## config.mk

```make
export PLATFORM = sky130hd
export DESIGN_NAME = rational_arithmetic_unit
export DESIGN_NICKNAME = d
export VERILOG_FILES = /design/src/design/rau_pkg.sv /design/src/design/rau_datapath.sv /design/src/design/rau_ctrl.sv /design/src/design/rational_arithmetic_unit.sv
export SDC_FILE = /design/constraint.sdc
export NUM_CORES = 2
export LEC_CHECK = 0
export ABC_AREA = 1
export BUFFER_PORTS_ARGS = -buffer_cell sky130_fd_sc_hd__clkbuf_2
export CORE_MARGIN = 5
export CORE_UTILIZATION = 45
export CTS_BUF_LIST = sky130_fd_sc_hd__clkbuf_4 sky130_fd_sc_hd__clkbuf_8 sky130_fd_sc_hd__clkbuf_16
export CTS_CLUSTER_SIZE = 20
export DETAILED_ROUTE_END_ITERATION = 6
export GPL_TIMING_DRIVEN = 1
export HOLD_SLACK_MARGIN = 0.05
export PLACE_DENSITY = 0.71
export SKIP_CTS_REPAIR_TIMING = 1
export SLEW_MARGIN = 20
export SYNTH_ARGS = -nofsm -noshare
export SYNTH_HDL_FRONTEND = slang
export SYNTH_HIERARCHICAL = 1
export SYNTH_SLANG_ARGS = --single-unit
```

## constraint.sdc

```tcl
create_clock -name clk -period 21.3 [get_ports clk]
set_input_delay 4.26 -clock clk [delete_from_list [all_inputs] [get_ports clk]]
set_output_delay 4.26 -clock clk [all_outputs]
set_load 0.02 [all_outputs]
```

## src/design/rau_pkg.sv

```systemverilog
// ----------------------------------------------------------------------------
// rau_pkg: shared types and constants for the rational arithmetic unit
// Request and result beats, operation codes, controller states and the
// command/status bundles between controller and datapath.
// ----------------------------------------------------------------------------
package rau_pkg;

	localparam int NUM_W = 16;   // operand numerator width
	localparam int DEN_W = 15;   // operand denominator width
	localparam int RNUM_W = 32;  // result numerator width
	localparam int RDEN_W = 31;  // result denominator width
	localparam int MOP_W = 17;   // signed multiplier operand width
	localparam int PROD_W = 2 * MOP_W;
	localparam int KCNT_W = 5;   // common power-of-two count
	localparam int DCNT_W = 5;   // divider step count

	localparam logic [1:0] OP_ADD = 2'd0;
	localparam logic [1:0] OP_SUB = 2'd1;
	localparam logic [1:0] OP_MUL = 2'd2;
	localparam logic [1:0] OP_DIV = 2'd3;

	typedef struct packed {
		logic [1:0]              req_type;
		logic signed [NUM_W-1:0] a_num;
		logic [DEN_W-1:0]        a_den;
		logic signed [NUM_W-1:0] b_num;
		logic [DEN_W-1:0]        b_den;
	} rau_req_t;

	typedef struct packed {
		logic signed [RNUM_W-1:0] res_num;
		logic [RDEN_W-1:0]        res_den;
		logic                     div_zero;
		logic                     is_greater;
		logic                     is_less;
		logic                     is_equal;
	} rau_res_t;

	typedef enum logic [1:0] {
		MUL_LHS,
		MUL_RHS,
		MUL_DEN,
		MUL_NUM
	} rau_mul_sel_t;

	typedef enum logic [3:0] {
		ST_IDLE,
		ST_MUL_LHS,
		ST_MUL_RHS,
		ST_MUL_DEN,
		ST_MUL_NUM,
		ST_FORM,
		ST_GCD,
		ST_DIV,
		ST_DONE
	} rau_state_t;

	typedef struct packed {
		logic         load;
		logic         mul_en;
		rau_mul_sel_t mul_sel;
		logic         form;
		logic         gcd_step;
		logic         div_init;
		logic         div_step;
	} rau_cmd_t;

	typedef struct packed {
		logic gcd_done;
		logic div_last;
	} rau_sts_t;

endpackage

```

## src/design/rau_datapath.sv

```systemverilog
// ----------------------------------------------------------------------------
// rau_datapath: operand registers, shared multiplier, binary GCD, divider
// One 17x17 signed multiplier forms the cross products in turn; a binary
// GCD loop finds the common factor; two restoring dividers scale it out.
// ----------------------------------------------------------------------------
module rau_datapath import rau_pkg::*; (
	input  logic     clk,
	input  rau_req_t req,
	input  rau_cmd_t cmd,
	output rau_sts_t sts,
	output rau_res_t result
);

	// captured operands (zero denominator taken as 1)
	logic [1:0]              op_q;
	logic signed [NUM_W-1:0] an_q, bn_q;
	logic [DEN_W-1:0]        ad_q, bd_q;

	// products
	logic signed [RNUM_W-1:0] lhs_q, rhs_q, den_q, nm_q;

	// form results
	logic                neg_q, dz_q, gt_q, lt_q, eq_q;
	logic [RNUM_W-1:0]   mag_q;
	logic [RNUM_W-1:0]   dmag_q;

	// gcd loop
	logic [RNUM_W-1:0]   u_q, v_q;
	logic [KCNT_W-1:0]   k_q;

	// divider
	logic [RNUM_W-1:0]   g_q;
	logic [RNUM_W-1:0]   rem_a_q, rem_b_q, quo_a_q, quo_b_q;
	logic [DCNT_W-1:0]   cnt_q;

	// ---------------- multiplier ----------------
	logic signed [MOP_W-1:0]  mop_a, mop_b;
	logic signed [PROD_W-1:0] prod;

	always_comb begin
		unique case (cmd.mul_sel)
			MUL_LHS: begin
				mop_a = {an_q[NUM_W-1], an_q};
				mop_b = $signed({2'b00, bd_q});
			end
			MUL_RHS: begin
				mop_a = {bn_q[NUM_W-1], bn_q};
				mop_b = $signed({2'b00, ad_q});
			end
			MUL_DEN: begin
				mop_a = $signed({2'b00, ad_q});
				mop_b = (op_q == OP_DIV) ? {bn_q[NUM_W-1], bn_q} : $signed({2'b00, bd_q});
			end
			MUL_NUM: begin
				mop_a = {an_q[NUM_W-1], an_q};
				mop_b = {bn_q[NUM_W-1], bn_q};
			end
			default: begin
				mop_a = '0;
				mop_b = '0;
			end
		endcase
		prod = mop_a * mop_b;
	end

	// ---------------- form numerator / denominator ----------------
	logic signed [RNUM_W:0]   n_c, n_fix, n_abs;
	logic signed [RNUM_W-1:0] d_c, d_fix;
	logic                     bz;

	always_comb begin
		bz = (bn_q == '0);
		d_c = den_q;
		unique case (op_q)
			OP_ADD: n_c = $signed({lhs_q[RNUM_W-1], lhs_q}) + $signed({rhs_q[RNUM_W-1], rhs_q});
			OP_SUB: n_c = $signed({lhs_q[RNUM_W-1], lhs_q}) - $signed({rhs_q[RNUM_W-1], rhs_q});
			OP_MUL: n_c = $signed({nm_q[RNUM_W-1], nm_q});
			OP_DIV: begin
				n_c = bz ? '0 : $signed({lhs_q[RNUM_W-1], lhs_q});
				if (bz)
					d_c = RNUM_W'(1);
			end
			default: n_c = '0;
		endcase
		if (d_c == '0)
			d_c = RNUM_W'(1);
		if (d_c[RNUM_W-1]) begin
			n_fix = -n_c;
			d_fix = -d_c;
		end else begin
			n_fix = n_c;
			d_fix = d_c;
		end
		n_abs = n_fix[RNUM_W] ? -n_fix : n_fix;
	end

	// ---------------- gcd step ----------------
	logic [RNUM_W-1:0] diff_uv, diff_vu;
	assign diff_uv = u_q - v_q;
	assign diff_vu = v_q - u_q;

	// ---------------- divider step ----------------
	logic [RNUM_W:0]   ta, tb;
	logic              ba, bb;
	assign ta = {rem_a_q, quo_a_q[RNUM_W-1]};
	assign tb = {rem_b_q, quo_b_q[RNUM_W-1]};
	assign ba = (ta >= {1'b0, g_q});
	assign bb = (tb >= {1'b0, g_q});

	always_ff @(posedge clk) begin
		if (cmd.load) begin
			op_q <= req.req_type;
			an_q <= req.a_num;
			bn_q <= req.b_num;
			ad_q <= (req.a_den == '0) ? DEN_W'(1) : req.a_den;
			bd_q <= (req.b_den == '0) ? DEN_W'(1) : req.b_den;
		end
		if (cmd.mul_en) begin
			unique case (cmd.mul_sel)
				MUL_LHS: lhs_q <= prod[RNUM_W-1:0];
				MUL_RHS: rhs_q <= prod[RNUM_W-1:0];
				MUL_DEN: den_q <= prod[RNUM_W-1:0];
				MUL_NUM: nm_q  <= prod[RNUM_W-1:0];
				default: ;
			endcase
		end
		if (cmd.form) begin
			neg_q  <= n_fix[RNUM_W];
			mag_q  <= n_abs[RNUM_W-1:0];
			dmag_q <= d_fix;
			u_q    <= n_abs[RNUM_W-1:0];
			v_q    <= d_fix;
			k_q    <= '0;
			dz_q   <= (op_q == OP_DIV) && bz;
			gt_q   <= (lhs_q > rhs_q);
			lt_q   <= (lhs_q < rhs_q);
			eq_q   <= (an_q == bn_q) && (ad_q == bd_q);
		end
		if (cmd.gcd_step) begin
			priority if (!u_q[0] && !v_q[0]) begin
				u_q <= u_q >> 1;
				v_q <= v_q >> 1;
				k_q <= k_q + KCNT_W'(1);
			end else if (!u_q[0]) begin
				u_q <= u_q >> 1;
			end else if (!v_q[0]) begin
				v_q <= v_q >> 1;
			end else if (u_q >= v_q) begin
				u_q <= diff_uv >> 1;
			end else begin
				v_q <= diff_vu >> 1;
			end
		end
		if (cmd.div_init) begin
			g_q     <= v_q << k_q;
			rem_a_q <= '0;
			rem_b_q <= '0;
			quo_a_q <= mag_q;
			quo_b_q <= dmag_q;
			cnt_q   <= '0;
		end
		if (cmd.div_step) begin
			rem_a_q <= ba ? RNUM_W'(ta - {1'b0, g_q}) : ta[RNUM_W-1:0];
			rem_b_q <= bb ? RNUM_W'(tb - {1'b0, g_q}) : tb[RNUM_W-1:0];
			quo_a_q <= {quo_a_q[RNUM_W-2:0], ba};
			quo_b_q <= {quo_b_q[RNUM_W-2:0], bb};
			cnt_q   <= cnt_q + DCNT_W'(1);
		end
	end

	assign sts.gcd_done = (u_q == '0);
	assign sts.div_last = (cnt_q == '1);

	assign result.res_num    = neg_q ? -$signed(quo_a_q) : $signed(quo_a_q);
	assign result.res_den    = quo_b_q[RDEN_W-1:0];
	assign result.div_zero   = dz_q;
	assign result.is_greater = gt_q;
	assign result.is_less    = lt_q;
	assign result.is_equal   = eq_q;

endmodule

```

## src/design/rau_ctrl.sv

```systemverilog
// ----------------------------------------------------------------------------
// rau_ctrl: sequencing state machine
// Steps the datapath through multiply, form, GCD and divide phases.
// ----------------------------------------------------------------------------
module rau_ctrl import rau_pkg::*; (
	input  logic     clk,
	input  logic     arst_n,
	input  logic     start,
	input  rau_sts_t sts,
	output rau_cmd_t cmd,
	output logic     busy,
	output logic     done
);

	rau_state_t state_q, state_d;

	always_ff @(posedge clk or negedge arst_n) begin
		if (!arst_n)
			state_q <= ST_IDLE;
		else
			state_q <= state_d;
	end

	always_comb begin
		state_d = state_q;
		cmd     = '0;
		cmd.mul_sel = MUL_LHS;
		busy    = (state_q != ST_IDLE);
		done    = (state_q == ST_DONE);
		unique case (state_q)
			ST_IDLE: begin
				if (start) begin
					cmd.load = 1'b1;
					state_d  = ST_MUL_LHS;
				end
			end
			ST_MUL_LHS: begin
				cmd.mul_en  = 1'b1;
				cmd.mul_sel = MUL_LHS;
				state_d     = ST_MUL_RHS;
			end
			ST_MUL_RHS: begin
				cmd.mul_en  = 1'b1;
				cmd.mul_sel = MUL_RHS;
				state_d     = ST_MUL_DEN;
			end
			ST_MUL_DEN: begin
				cmd.mul_en  = 1'b1;
				cmd.mul_sel = MUL_DEN;
				state_d     = ST_MUL_NUM;
			end
			ST_MUL_NUM: begin
				cmd.mul_en  = 1'b1;
				cmd.mul_sel = MUL_NUM;
				state_d     = ST_FORM;
			end
			ST_FORM: begin
				cmd.form = 1'b1;
				state_d  = ST_GCD;
			end
			ST_GCD: begin
				if (sts.gcd_done) begin
					cmd.div_init = 1'b1;
					state_d      = ST_DIV;
				end else begin
					cmd.gcd_step = 1'b1;
				end
			end
			ST_DIV: begin
				cmd.div_step = 1'b1;
				if (sts.div_last)
					state_d = ST_DONE;
			end
			ST_DONE: state_d = ST_IDLE;
			default: state_d = ST_IDLE;
		endcase
	end

endmodule

```

## src/design/rational_arithmetic_unit.sv

```systemverilog
// ----------------------------------------------------------------------------
// rational_arithmetic_unit: add, subtract, multiply, divide of rationals
// Controller plus datapath; result reduced to lowest terms by binary GCD.
// ----------------------------------------------------------------------------
// A request beat is taken when start is high and busy is low. The unit then
// runs one request at a time: four products in turn on a single
// shared 17x17 multiplier, a form step for the signed numerator and
// positive denominator, the binary GCD loop (one shift or subtract per cycle,
// fewer steps for small values, then a step that sees it finish), and a
// pair of restoring dividers that divide numerator and denominator by the
// GCD. The result beat appears on result with done high for exactly one
// cycle; busy drops the cycle after. The receiver cannot hold the result
// off, so it must capture it in the done cycle. A zero operand denominator
// counts as 1.
// Divide with a zero second numerator returns 0/1 with div_zero set; the
// comparison flags are always valid.
// ----------------------------------------------------------------------------
module rational_arithmetic_unit import rau_pkg::*; (
	input  logic     clk,
	input  logic     arst_n,
	input  logic     start,
	output logic     busy,
	input  rau_req_t req,
	output logic     done,
	output rau_res_t result
);

	rau_cmd_t cmd;  // controller -> datapath
	rau_sts_t sts;  // datapath -> controller

	rau_ctrl u_ctrl (
		.clk    (clk),
		.arst_n (arst_n),
		.start  (start),
		.sts    (sts),
		.cmd    (cmd),
		.busy   (busy),
		.done   (done)
	);

	rau_datapath u_dp (
		.clk    (clk),
		.req    (req),
		.cmd    (cmd),
		.sts    (sts),
		.result (result)
	);

	// an accepted beat always starts a run
	a_start_busy: assert property (@(posedge clk) disable iff (!arst_n)
		start && !busy |=> busy)
		else $error("accepted request did not start a run");

	// the unit frees itself right after the result beat
	a_done_free: assert property (@(posedge clk) disable iff (!arst_n)
		done |=> !busy)
		else $error("unit still busy after result beat");

	// at most one datapath command per cycle
	a_one_cmd: assert property (@(posedge clk) disable iff (!arst_n)
		$onehot0({cmd.load, cmd.mul_en, cmd.form, cmd.gcd_step, cmd.div_init,
			cmd.div_step}))
		else $error("overlapping datapath commands");

	// a reduced denominator is never zero
	a_den_nz: assert property (@(posedge clk) disable iff (!arst_n)
		done |-> result.res_den != '0)
		else $error("zero result denominator");

	// divide by zero returns 0/1
	a_dz_val: assert property (@(posedge clk) disable iff (!arst_n)
		done && result.div_zero |-> result.res_num == '0 && result.res_den == RDEN_W'(1))
		else $error("divide by zero result not 0/1");

endmodule

```

# Word level (Yosys, flattened, before mapping)
# Cells that the tools add are included.
[word_totals] ff_bits=499 latch_bits=0 ramBits=0 rom_bits=0 input_bits=67 out_inout_bits=69 elab_cells=136 n_memories=0
[classes] add_sub_neg=12 n_mul=1 div_mod_pow=0 n_lt_le_gt_ge=5 n_eq_ne=20 n_shift=1 n_mux=50 bitwise_logic=0 n_reduce_logical=21
[ops] cell="$mux W32" count=27
[ops] cell="$pmux W33 S4" count=1
[ops] cell="$sub A32 B32 Y32" count=4
[ops] cell="$neg A32 Y32" count=3
[ops] cell="$pmux W17 S4" count=1
[ops] cell="$ge A33 B32 Y1" count=2
[ops] cell="$mux W33" count=2
[ops] cell="$logic_not A32 Y1" count=2
[ops] cell="$pmux W17 S3" count=1
[ops] cell="$add A32 B32 Y33" count=1
[ops] cell="$neg A33 Y33" count=1
[ops] cell="$sub A32 B32 Y33" count=1
[ops] cell="$ge A32 B32 Y1" count=1
[ops] cell="$gt A32 B32 Y1" count=1
[ops] cell="$lt A32 B32 Y1" count=1
[ops] cell="$mul A17 B17 Y32" count=1
[ops] cell="$pmux W4 S8" count=1
[ops] cell="$shl A32 B5 Y32" count=1
[ops] cell="$logic_not A15 Y1" count=2
[ops] cell="$mux W5" count=5
[ops] cell="$mux W17" count=1
[ops] cell="$eq A16 B16 Y1" count=1
[ops] cell="$eq A4 B3 Y1 const B" count=4
[ops] cell="$logic_not A16 Y1" count=1
[ops] cell="22 further kinds" count=44

# Longest topological paths before layout
[depth] word_depth=14 ltp_mapped=42 ltp_nobuf=41

# Hierarchy
# Netlist, hierarchy kept.
[by_module_without_submodules] mod="rau_datapath" n_inst=1 cells_per_inst=6231 area_each_um2=47919.7 seq_area_each_um2=14173.6
[by_module_without_submodules] mod="rau_ctrl" n_inst=1 cells_per_inst=51 area_each_um2=314.1 seq_area_each_um2=100.1

# Worst setup path before layout
# OpenSTA, ideal clock, no wires.
[synth_timing] path_kind="register to register" start="register u_ctrl.state_q[1]" end="register u_dp.v_q[2]" setup_ns=0.144 t_arrival_ns=8.784 t_required_ns=21.156 path_slack_ns=12.373 stages_incl_launch_ff=7 n_path_buf=2 synth_period_minus_slack_ns=8.927 cell_sequence="dfrtp_1 > nor4_1 > inv_1 > clkbuf_1 > clkbuf_1 > o21ai_0 > o221ai_1"
[synth_rtl] element="from (decl)" line="rau_ctrl.sv:15" text="rau_state_t state_q, state_d;"
[synth_rtl] element="from (signal assigned)" line="rau_ctrl.sv:21" text="state_q <= state_d;"
[synth_rtl] element="to (signal assigned)" line="rau_datapath.sv:132" text="v_q <= d_fix;"
[synth_rtl] element="to (signal assigned)" line="rau_datapath.sv:142" text="v_q <= v_q >> 1;"
[synth_rtl] element="to (signal assigned)" line="rau_datapath.sv:147" text="v_q <= v_q >> 1;"
[synth_rtl] element="to (decl)" line="rau_datapath.sv:28" text="logic [RNUM_W-1:0] u_q, v_q;"

==> results.txt <==
initial antenna violation count: 3
Synth top area share: 26.5%
R2R Setup Slk: 11.74 ns
clk root buf: clkbuf_16
total of max-cap violations: 0
area delta synth->final: 7.04%
CP max-delay cell: a21oi_1
synthesized netlist net count: 6,919
register area share after synthesis: 29.6%
share of layout cells above drive strength 1: 7.45%
Crit path required time: 21.69 ns
met2 Resource Use GR: 43.3%
HP Class: reg2reg
clk_lat worst skew: 0.70 ns
predominant post-synthesis flop cell: edfxtp_1
Critical Path AT: 9.95 ns
Antenna Nets Post-Route: 0
row cnt: 120
GRT met1 Usage: 38.0%
EDFF count, synth: 426
largest net degree at the start of global routing: 95
Iter 0 DRT Violations: 3,988
CTS sink cnt: 499
Ys Warns: 6
Max FO, Critical Path: 15
total routed wirelength: 159,000 um
via count: 42,300
DRC Markers: 0
Die Y: 337 um
Max-slew headroom: 20.9%
most used cell, CP: inv_1
Max Clock Freq: 105 MHz
Hold Path Stages: 2
Total GRT Usage: 27.6%
Port Buffer Count: 135
initial core utilization: 45.2%
mean area per synthesized cell: 7.68 um^2
Avg WL per Cell: 20.7 um
reg-to-reg startpoint: u_ctrl/state_q[1]
Synth area leaders: edfxtp_1 (27%), fa_1 (12%), nand2_1 (9.9%)
post-place setup slack: 11.97 ns
# IOs: 136
Async SR Flop Fraction: 0.802%
Worst Hold Endpoint: u_dp/quo_b_q[8]
critical path capture point type: register
crit start category: register
HPWL after DPL: 129,000 um
Post-Synth Adder-Cell Area: 19.2%
fin. max-slew vios: 0
Post-Route Skew: 0.0722 ns
largest area contributor in the netlist: edfxtp_1
Tightest Pin Transition: 1.19 ns
via/cell ratio: 5.50
Cell variety after synth: 72
commonest cells after routing, fill and taps aside: nand2_1 (1,265), inv_1 (1,061), nor2_1 (600)
Cells after Synth: 6,282
clock transition at the registers of the reported paths: 0.06 ns
post-synthesis instance area: 0.0482 mm^2
fin worst setup slack: 11.74 ns
htree depth: 2
routability cong.: 0.991
Critical Path Start: u_ctrl/state_q[1]
die area: 0.114 mm^2
drt first pass iters: 6
Die X: 337 um
Nets: 6,883
Setup CP Type: reg2reg
Sum Neg Setup Slack: 0 ns
mux contribution to synthesized area: 0.498%
core area: 0.107 mm^2
Seq cells post-synth: 499
minimum clock period: 9.56 ns
Crit path largest cell delay: 0.95 ns
GR Util met3: 4.36%
Setup violations, final: 0
finished layout cell area: 0.0516 mm^2
total CTS buffers: 57
hold_sp: u_dp/dmag_q[8]
simple-gate share of the synthesized area: 20.5%
Period Utilization, post-route: 44.9%
Placed Area: 0.0498 mm^2
commonest non-fill, non-tap cell in the layout: nand2_1
largest family of logic cells by synthesized area: simple AND/OR/NAND/NOR gates
reg-to-reg endpoint: u_dp/rhs_q[30]
Top Usage Layer GRT: met2
utilization after layout: 48.4%
vias in the first global route: 40,900
Compound-Gate Fraction of Synth Area: 13.9%
CTS tree: yes
RSZ-0062 raised after global routing: false
Bufs on Longest Clock Path: 3
outcome: completed
first-pass GRT wire length: 243,000 um
xor and xnor fraction of the mapped netlist area: 5.07%
GR Overflow Total: 0
Final Hold Violating Endpoints: 0
cells on worst reg2reg path: 33
through the flow:
step / cells / hold slack [ns]
CTS: 7696 / 0.465
detailed placement: 7590 / 0.500
floorplan: 6282 / 0.480
finish: 7697 / 0.468
global placement: 7590 / 0.495
global route: 7696 / 0.497
logic make-up (layout without fill, tap and decap cells):
kind of cell,Yosys count,after routing
xor gates and xnor gates,258,258
buffers and inverters,1384,1395
DFF,499,499
adders and majority gates,570,570
and+or+nand+nor,2352,2352
other,0,1
muxes,24,24
AOI/OAI and AO/OA,1195,1195
synth_stat cells (24+ instances only):
cell type	count
a21oi_1	497
edfxtp_1	426
fa_1	281
xnor2_1	81
inv_2	31
nand2_1	1266
nor3_1	51
o21ai_0	424
buf_2	28
buf_4	51
ha_1	289
xor2_1	154
nand2_2	37
mux2i_1	24
dfxtp_1	69
o211ai_1	32
nand4_1	53
nor2_1	603
nor4_1	34
clkbuf_1	185
nand3_1	221
o21ai_1	26
inv_1	1063
worst max-delay path by stage:
stage                      to  slack [ns]  cells after the start
2_1_floorplan     u_dp/v_q[2]       12.37                      6
3_3_place_gp   u_dp/lhs_q[29]       12.26                     31
3_5_place_dp    u_dp/nm_q[30]       11.97                     33
4_1_cts        u_dp/rhs_q[30]       11.90                     33
5_1_grt         u_dp/nm_q[30]       11.10                     33
6_report       u_dp/rhs_q[30]       11.74                     33
final cells by class:
| type | instances | area, um^2 |
|---|---|---|
| Antenna cell | 1 | 2.50 |
| Clock buffer | 65 | 1500 |
| Clock inverter | 41 | 372 |
| Fill cell | 10400 | 55100 |
| Inverter | 1103 | 4140 |
| Multi-Input combinational cell | 4399 | 28500 |
| Sequential cell | 499 | 14300 |
| Tap cell | 1403 | 1760 |
| Timing Repair Buffer | 186 | 1060 |
routing by layer:
| layer | vias to the layer above | wire [um] |
|---|---|---|
| met5 | - | 26 |
| li1 | 20200 | - |
| met2 | 1675 | 69800 |
| met1 | 20200 | 69200 |
| met3 | 299 | 12000 |
| met4 | 4 | 8290 |
worst max-delay path: cells and delay by family, from the launching register on:
kind                     cells  cell delay, ns
XOR/XNOR                     1            0.41
adder cells (fa/ha/maj)      8            3.05
AND/OR/NAND/NOR              7            1.14
flip-flops                   1            0.41
AO/OA/AOI/OAI               10            3.46
buffers and inverters        7            0.83
Power is left out: the tool's default activity adds up to more than one toggle a clock period on the data nets, which glitch-free logic cannot reach.
